**config.mk**
```make
export PLATFORM = sky130hd
export DESIGN_NAME = mtbr_divider
export DESIGN_NICKNAME = d
export VERILOG_FILES = /design/src/hw/rtl/mtbr_divider.sv
export SDC_FILE = /design/constraint.sdc
export NUM_CORES = 1
export LEC_CHECK = 0
export BUFFER_PORTS_ARGS = -buffer_cell sky130_fd_sc_hd__clkbuf_2
export CAP_MARGIN = 15
export CORE_MARGIN = 2
export CORE_UTILIZATION = 40
export DETAILED_ROUTE_END_ITERATION = 16
export SLEW_MARGIN = 20
export SYNTH_ARGS = -nofsm -noshare
export SYNTH_HDL_FRONTEND = slang
export SYNTH_SLANG_ARGS = --single-unit
export TNS_END_PERCENT = 50
```
**constraint.sdc**
```tcl
create_clock -name clk_i -period 5 [get_ports clk_i]
set_clock_uncertainty 0.15 [all_clocks]
set_input_delay 0.5 -clock clk_i [delete_from_list [all_inputs] [get_ports clk_i]]
set_output_delay 0.5 -clock clk_i [all_outputs]
set_load 0.01 [all_outputs]
```
**src/hw/rtl/mtbr_divider.sv**
```systemverilog
`timescale 1ns / 1ps
`default_nettype none

// Restoring divider, one quotient bit per cycle.
module mtbr_divider (
  input  wire logic        clk_i,
  input  wire logic        rst_ni,
  input  wire logic        start_i,
  input  wire logic [31:0] dividend_i,
  input  wire logic [31:0] divisor_i,
  output logic             done_o,
  output logic      [31:0] quotient_o
);

  logic [31:0] quo_q, quo_d, rem_q, rem_d, dsr_q, dsr_d;
  logic [5:0]  cnt_q, cnt_d;
  logic        busy_q, busy_d, done_q, done_d;
  logic [32:0] shifted;
  logic [33:0] diff;

  always_comb begin
    shifted = {rem_q, quo_q[31]};
    diff    = {1'b0, shifted} - {2'b00, dsr_q};
    quo_d   = quo_q;
    rem_d   = rem_q;
    dsr_d   = dsr_q;
    cnt_d   = cnt_q;
    busy_d  = busy_q;
    done_d  = 1'b0;
    if (start_i) begin
      quo_d  = dividend_i;
      rem_d  = '0;
      dsr_d  = divisor_i;
      cnt_d  = 6'd32;
      busy_d = 1'b1;
    end else if (busy_q) begin
      if (!diff[33]) begin
        rem_d = diff[31:0];
        quo_d = {quo_q[30:0], 1'b1};
      end else begin
        rem_d = shifted[31:0];
        quo_d = {quo_q[30:0], 1'b0};
      end
      cnt_d = cnt_q - 6'd1;
      if (cnt_q == 6'd1) begin
        busy_d = 1'b0;
        done_d = 1'b1;
      end
    end
  end

  always_ff @(posedge clk_i or negedge rst_ni) begin
    if (!rst_ni) begin
      cnt_q  <= '0;
      busy_q <= 1'b0;
      done_q <= 1'b0;
    end else begin
      cnt_q  <= cnt_d;
      busy_q <= busy_d;
      done_q <= done_d;
    end
  end

  always_ff @(posedge clk_i) begin
    quo_q <= quo_d;
    rem_q <= rem_d;
    dsr_q <= dsr_d;
  end

  assign done_o     = done_q;
  assign quotient_o = quo_q;

  a_done_after_busy: assert property (@(posedge clk_i) disable iff (!rst_ni)
    done_q |-> $past(busy_q))
    else $error("divider done without a running division");
  a_no_restart_busy: assert property (@(posedge clk_i) disable iff (!rst_ni)
    start_i |-> !busy_q)
    else $error("divider restarted while busy");
  a_count_busy: assert property (@(posedge clk_i) disable iff (!rst_ni)
    busy_q |-> cnt_q != 6'd0)
    else $error("divider busy with zero count");

endmodule

`default_nettype wire

```
==> impl_metrics.yaml, run 1 <==
global_route:
  grt_pass1_wl_um: 21300
  globalRouteTotalUtil_pct: 16.6
  grt_pass1_vias: 4485
  grt-ovfl-total: 0
  grt_max_degree: 74
  antenna_found_initial: 0
cts:
  insertion_delay_ps: 360
  cts_tree: "built"
  clk_pin_slew_ps: 80
  ctsRootBufferMaster: "clkbuf_16"
  htree_levels: 3
  clock_path_buffers: 2
  cts_buffers: 9
  post_cts_resized: 0
  cts_sinks: 104
timing:
  slew_headroom_pct: 41.9
  slew_violations: 0
  setup_violations: 0
  finalHoldViolCount: 0
  rsz0062_at_grt: "false"
  tightest_slew_ps: 871
  tns_ps: 0
  worst_slack_ps: 1800
  period_share_pct: 64.0
  fin_crit_ps: 3200
  clock.fmax_mhz: 312
critical_path:
  crit_fanout: 40
  r2r_setup_slack_ps: 1800
  reg2reg_to: "rem_q[31]$_SDFFE_PP0P_"
  critPathKind: "reg2reg"
  required_ps: 5150
  critPathLaunchType: "flip-flop"
  reg2reg_depth: 12
  worstReg2RegStart: "dsr_q[2]$_DFFE_PP_"
  end_kind: "flip-flop"
  crit_arrival_ps: 3350
route:
  wl_met3_um: 815
  wirelength_um: 12300
  vias_per_cell: 5.12
  drcViolationCount: 0
  vias: 4306
  drtAntennaViolNets: 0
  drt_iter0_drc: 173
  met2_length_um: 5720
  wl_met1_um: 5610
  wl_per_cell_um: 14.6
  drtPass1Iterations: 4
  routed.top_layer: "met4"
cells_and_area:
  drive_above_1_share_pct: 24.4
  areaGrowthSynthToFinish_pct: 15.6
  multi_input_area_sq_um: 2800
  register_area_sq_um: 2760
  final_nets: 754
  num_antenna_cells: 0
  nFillCells: 1402
synthesis:
  synthCells: 567
  ys_top_cells_by_area: "edfxtp_1, dfxtp_1, ha_1, mux2_2, a21oi_1"
  synth_area_sq_um: 5870
  ys_ff_latch: 104
  syn-num-nets: 669
  yosysMostFrequentCell: "edfxtp_1"
  yosysWarnings: 0
  yosys_most_used_dff: "edfxtp_1"
  yosysTopAreaCell: "edfxtp_1"
  synth_area_per_cell_sq_um: 10.3
  synth-seq-area-share_pct: 47.1
  synth_common_cells: "edfxtp_1, nor2_1, a21oi_1, inv_1, ha_1"
  async_flop_share_pct: 7.69
  synth_top_area_share_pct: 32.8
  yosysUniqueCellTypes: 60
  synth-edff-count: 64
floorplanning:
  die_w_um: 125
  initial_core_util_pct: 40.7
  io_pins: 100
  die_area_sq_um: 15600
  row_count: 44
  core_sq_um: 14400
  die_h_um: 125
power:
  p_per_area_nw_per_um2: 489
  irDropWorstVdd_mv: 0.243
  p_leak_nw: 3.03
flow_run:
  maxCapViolations: 0
placed_design:
  post-place-ws_ps: 1790
  hpwl_um: 8890
  port-buffer-count: 99
  place.gp.congestion: 0.825
hold_path:
  min_from: "divisor_i[30]"
  hp-class: "in2reg"
  hold_depth: 1
  holdPathEnd: "dsr_q[30]$_DFFE_PP_"
run_status:
  status: "finished clean"
-- per-layer routing --
layer	track usage, %	up-vias
li1	-	2216
met1	20.2	1980
met2	27.5	103
met3	6.03	7
met4	5.10	0
met5	0	-
-- report_power, final --
part | switching [W] | internal (W)
clock | 0.000329 | 0.000357
sequential | 0.000133 | 0.00110
combinational | 0.000763 | 0.000630
total | 0.00123 | 0.00209
-- final cells by class --
| cell class | instances | share of cell area (%) |
|---|---|---|
| multi-input combinational | 390 | 41.3 |
| clock buffer | 11 | 3.58 |
| timing repair buffer | 103 | 8.01 |
| inverter | 44 | 2.44 |
| tap | 184 | 3.40 |
| clock inverter | 5 | 0.572 |
| sequential | 104 | 40.7 |
-- worst max-delay path by stage --
stage / from / end / slack (ps) / cells past startpoint
after floorplan: quotient_o[31]$_DFFE_PP_ / rem_q[28]$_SDFFE_PP0P_ / 2070 / 12
after CTS: dsr_q[1]$_DFFE_PP_ / rem_q[31]$_SDFFE_PP0P_ / 1780 / 12
after detailed placement: dsr_q[2]$_DFFE_PP_ / rem_q[31]$_SDFFE_PP0P_ / 1790 / 12
after global placement: dsr_q[2]$_DFFE_PP_ / rem_q[24]$_SDFFE_PP0P_ / 1870 / 11
after global routing: dsr_q[2]$_DFFE_PP_ / rem_q[31]$_SDFFE_PP0P_ / 1580 / 12
final: dsr_q[2]$_DFFE_PP_ / rem_q[31]$_SDFFE_PP0P_ / 1800 / 12
-- registers in the layout, summed over array words and instances (netlist names) --
register	count
quotient_o	32
done_o	1
rem_q	32
cnt_q	6
busy_q	1
dsr_q	32
-- per-stage QoR --
step	power, W	instances	hold WS, ps	cell area, sq um	utilization [%]
after floorplan	0.00234	567	54.4	5870	-
after global placement	0.00262	824	208	6490	45.0
after detailed placement	0.00264	824	210	6490	45.0
after CTS	0.00335	841	142	6780	47.0
after global routing	0.00358	841	147	6780	47.0
final	0.00332	841	161	6780	47.0
-- cells by family after synthesis --
kind of cell	Yosys count	share of synthesized area, %
compound gates	147	17.0
xor+xnor	29	4.33
fa+ha+maj	35	7.59
buf+inv	73	5.40
flops	104	47.1
mux	43	8.02
simple gates	136	10.6
-- layout by cell type, fill, tap and decap left out, types with 4 or more instances in the layout --
| cell | instances |
|---|---|
| nor3_1 | 10 |
| ha_1 | 34 |
| nor2_1 | 63 |
| a21o_1 | 11 |
| o21bai_1 | 7 |
| and2_1 | 5 |
| nand2b_1 | 7 |
| mux2_2 | 32 |
| dfxtp_1 | 32 |
| clkbuf_2 | 98 |
| xnor2_1 | 22 |
| a21oi_1 | 50 |
| nand2_1 | 28 |
| o21ai_0 | 15 |
| o211ai_1 | 4 |
| edfxtp_1 | 64 |
| inv_1 | 43 |
| dfrtp_1 | 8 |
| nand3_1 | 7 |
| mux2i_1 | 11 |
| xor2_1 | 7 |
| clkbuf_16 | 9 |
| a211oi_1 | 28 |
-- critical path, cell delays in order (launching register included) --
cell and delay (ps):
edfxtp_1 360, inv_1 70, ha_1 260, o211ai_1 170, a21oi_1 100, o41a_1 470
o211ai_2 210, a21boi_1 120, o32ai_4 450, buf_12 300, nor3_1 80, o21ai_0 190
a32o_1 190
-- what timing repair did --
action | CTS | global route
setup buffers | 0 | 0
endpoints found under the setup margin | 0 | 0
hold buffers | 1 | 0
hold endpoints to repair | 8 | 0
Note: power is estimated with default switching activity, not from simulation.
==> run 2: changes to the inputs <==
Settings changed: ABC_AREA set to 1.
Clock period 5 ns to 3.2 ns, I/O delays scaled along.
==> run 2 against run 1 <==
Effect of this change:
- clock power up 68%
- hold slack worse by 92 ps
- critical path depth up 3
- first-iteration DRC count up 110%
- register-to-register slack worse by 1200 ps
- largest power group unchanged
==> impl_metrics.yaml, run 2 <==
global_route:
  globalRouteTotalUtil_pct: 20.0
  grt-ovfl-total: 0
  grt_pass1_wl_um: 29300
  antenna_found_initial: 0
  grt_max_degree: 45
  grt_pass1_vias: 6000
power:
  swShare_pct: 44.9
  intPower_w: 0.00358
  combPwrFrac_pct: 52.8
  irDropWorstVdd_mv: 0.364
  p_per_area_nw_per_um2: 782
  p_leak_nw: 4.51
  clkPwrFrac_pct: 17.8
  p_sw_w: 0.00292
  power_frac_seq_pct: 29.5
synthesis:
  syn-num-nets: 1084
  yosysMostFrequentCell: "nand2_1"
  ys_top_cells_by_area: "edfxtp_1, nand2_1, inv_1, dfxtp_1, ha_1"
  synth_area_sq_um: 6980
  yosysUniqueCellTypes: 41
  synthCells: 982
  ys_ff_latch: 104
  yosysWarnings: 0
  synth_common_cells: "nand2_1, inv_1, nand3_1, edfxtp_1, nor2_1"
  synth_area_per_cell_sq_um: 7.11
  yosys_most_used_dff: "edfxtp_1"
  synth-edff-count: 64
  async_flop_share_pct: 7.69
  synth_top_area_share_pct: 27.5
  synth-seq-area-share_pct: 39.6
  yosysTopAreaCell: "edfxtp_1"
critical_path:
  crit_arrival_ps: 2670
  required_ps: 3280
  crit_path_cell_trace: "inv_1, ha_1, nand2_2, inv_1, nand2_1, nand2_1, inv_1, nand3_2, nand2_2, nand2_4, nand2_4, buf_4, nand3_1, nand3_1, o21ai_0"
  crit_fanout: 21
  end_kind: "flip-flop"
  critPathKind: "reg2reg"
  cpMostUsedCell: "inv_1"
  slowest_delay_ps: 330
  slowest_stage: "edfxtp_1"
  critPathLaunchType: "flip-flop"
flow_run:
  maxCapViolations: 0
placed_design:
  port-buffer-count: 99
  place.gp.congestion: 0.964
  hpwl_um: 13300
  post-place-ws_ps: 651
timing:
  slew_violations: 0
  period_share_pct: 81.0
  rsz0062_at_grt: "false"
  clock.fmax_mhz: 386
  tns_ps: 0
  setup_violations: 0
  fin_crit_ps: 2590
  worst_slack_ps: 608
  finalHoldViolCount: 0
  slew_headroom_pct: 63.7
  tightest_slew_ps: 544
floorplanning:
  row_count: 48
  initial_core_util_pct: 40.7
  die_area_sq_um: 18500
  io_pins: 100
  core_sq_um: 17200
  die_w_um: 136
  die_h_um: 136
route:
  drtPass1Iterations: 5
  drcViolationCount: 0
  vias_per_cell: 4.67
  wl_per_cell_um: 13.1
  drt_iter0_drc: 364
  wirelength_um: 17500
  vias: 6259
  drtAntennaViolNets: 0
cts:
  htree_levels: 3
  cts_tree: "built"
  clock_path_buffers: 2
  ctsRootBufferMaster: "clkbuf_16"
  insertion_delay_ps: 360
  post_cts_resized: 0
  cts_sinks: 104
  cts_buffers: 9
  clk_pin_slew_ps: 80
hold_path:
  hp-class: "in2reg"
cells_and_area:
  layout_common_cells: "nand2_1, inv_1, clkbuf_2"
  drive_above_1_share_pct: 14.6
  final_common_cell: "nand2_1"
  num_antenna_cells: 0
  nFillCells: 1782
  final_nets: 1212
  areaGrowthSynthToFinish_pct: 18.9
run_status:
  status: "finished clean"
==> run 2: cell types whose count changed in the layout (fill, tap and decap cells not counted), moves of 14 or more <==
| cell | previous run | this run |
|---|---|---|
| a211oi_1 | 28 | 0 |
| a21oi_1 | 50 | 18 |
| dlygate4sd3_1 | 1 | 33 |
| inv_1 | 43 | 173 |
| mux2_2 | 32 | 0 |
| nand2_1 | 28 | 403 |
| nand3_1 | 7 | 68 |
| nand3_2 | 0 | 14 |
| nand3b_1 | 0 | 18 |
| nor2_1 | 63 | 44 |
==> run 2: power by group through the flow <==
stage	logic, W	clock network (W)	registers, W
after floorplan	0.00271	0	0.00192
after global routing	0.00390	0.00125	0.00195
after global placement	0.00337	0	0.00194
final	0.00343	0.00115	0.00191
after detailed placement	0.00340	0	0.00193
after CTS	0.00345	0.00119	0.00191
==> run 2: per-layer routing <==
metal	track usage [%]	share of wire [%]
met5	0	0
met2	32.7	45
met3	3.73	5.0
met4	6.37	1.6
met1	26.9	48
==> run 2: metrics by stage <==
step	instances	hold slack, ps	area (sq um)	util [%]	total power (W)
after floorplan	982	-126	6980	-	0.00462
after global placement	1291	31.7	7670	44.6	0.00531
after detailed placement	1291	34.9	7670	44.6	0.00533
after CTS	1340	56.4	8300	48.3	0.00656
after global routing	1340	58.5	8300	48.3	0.00710
final	1340	69.7	8300	48.3	0.00649
==> run 2: logic make-up (layout without fill, tap and decap cells) <==
| logic type | Yosys count | count (layout) | synth area share [%] |
|---|---|---|---|
| compound gates | 41 | 41 | 3.37 |
| xor+xnor | 15 | 15 | 1.88 |
| fa+ha+maj | 35 | 35 | 6.38 |
| buf+inv | 201 | 334 | 11.8 |
| flops | 104 | 104 | 39.6 |
| simple gates | 586 | 586 | 37.0 |
==> run 2: layout make-up <==
type	count	area, sq um	area share (%)
clock buffers	10	239	2.88
clock inverters	6	67.6	0.814
inverters	178	668	8.05
multi-input cells	677	3400	40.9
flip-flops and latches	104	2760	33.3
well taps	225	282	3.39
repair buffers	140	886	10.7
==> run 2: what timing repair did <==
action                                 CTS  global route
setup buffers                            0             0
setup endpoints to repair                0             0
endpoints found under the hold margin   40             0
hold buffers                            33             0
==> run 2: final timing paths <==
check                                             from  cells past startpoint  slack (ps)                       to
worst max-delay path                dsr_q[8]$_DFFE_PP_                     15         610    rem_q[1]$_SDFFE_PP0P_
worst min-delay path                     dividend_i[8]                      3          70  quotient_o[8]$_DFFE_PP_
max in group asynchronous                       rst_ni                      2        2520     cnt_q[2]$_DFFE_PN0P_
worst min register to register  rem_q[16]$_SDFFE_PP0P_                      2         320   rem_q[16]$_SDFFE_PP0P_
worst max register to register      dsr_q[8]$_DFFE_PP_                     15         610    rem_q[1]$_SDFFE_PP0P_
min in group asynchronous                       rst_ni                      2         190     cnt_q[1]$_DFFE_PN0P_
==> run 2: critical path, delay by kind of cell (launching register included) <==
kind	cells	cell delay, ps
simple gates	9	1080
buf+inv	4	450
flops	1	330
fa+ha+maj	1	330
compound gates	1	80
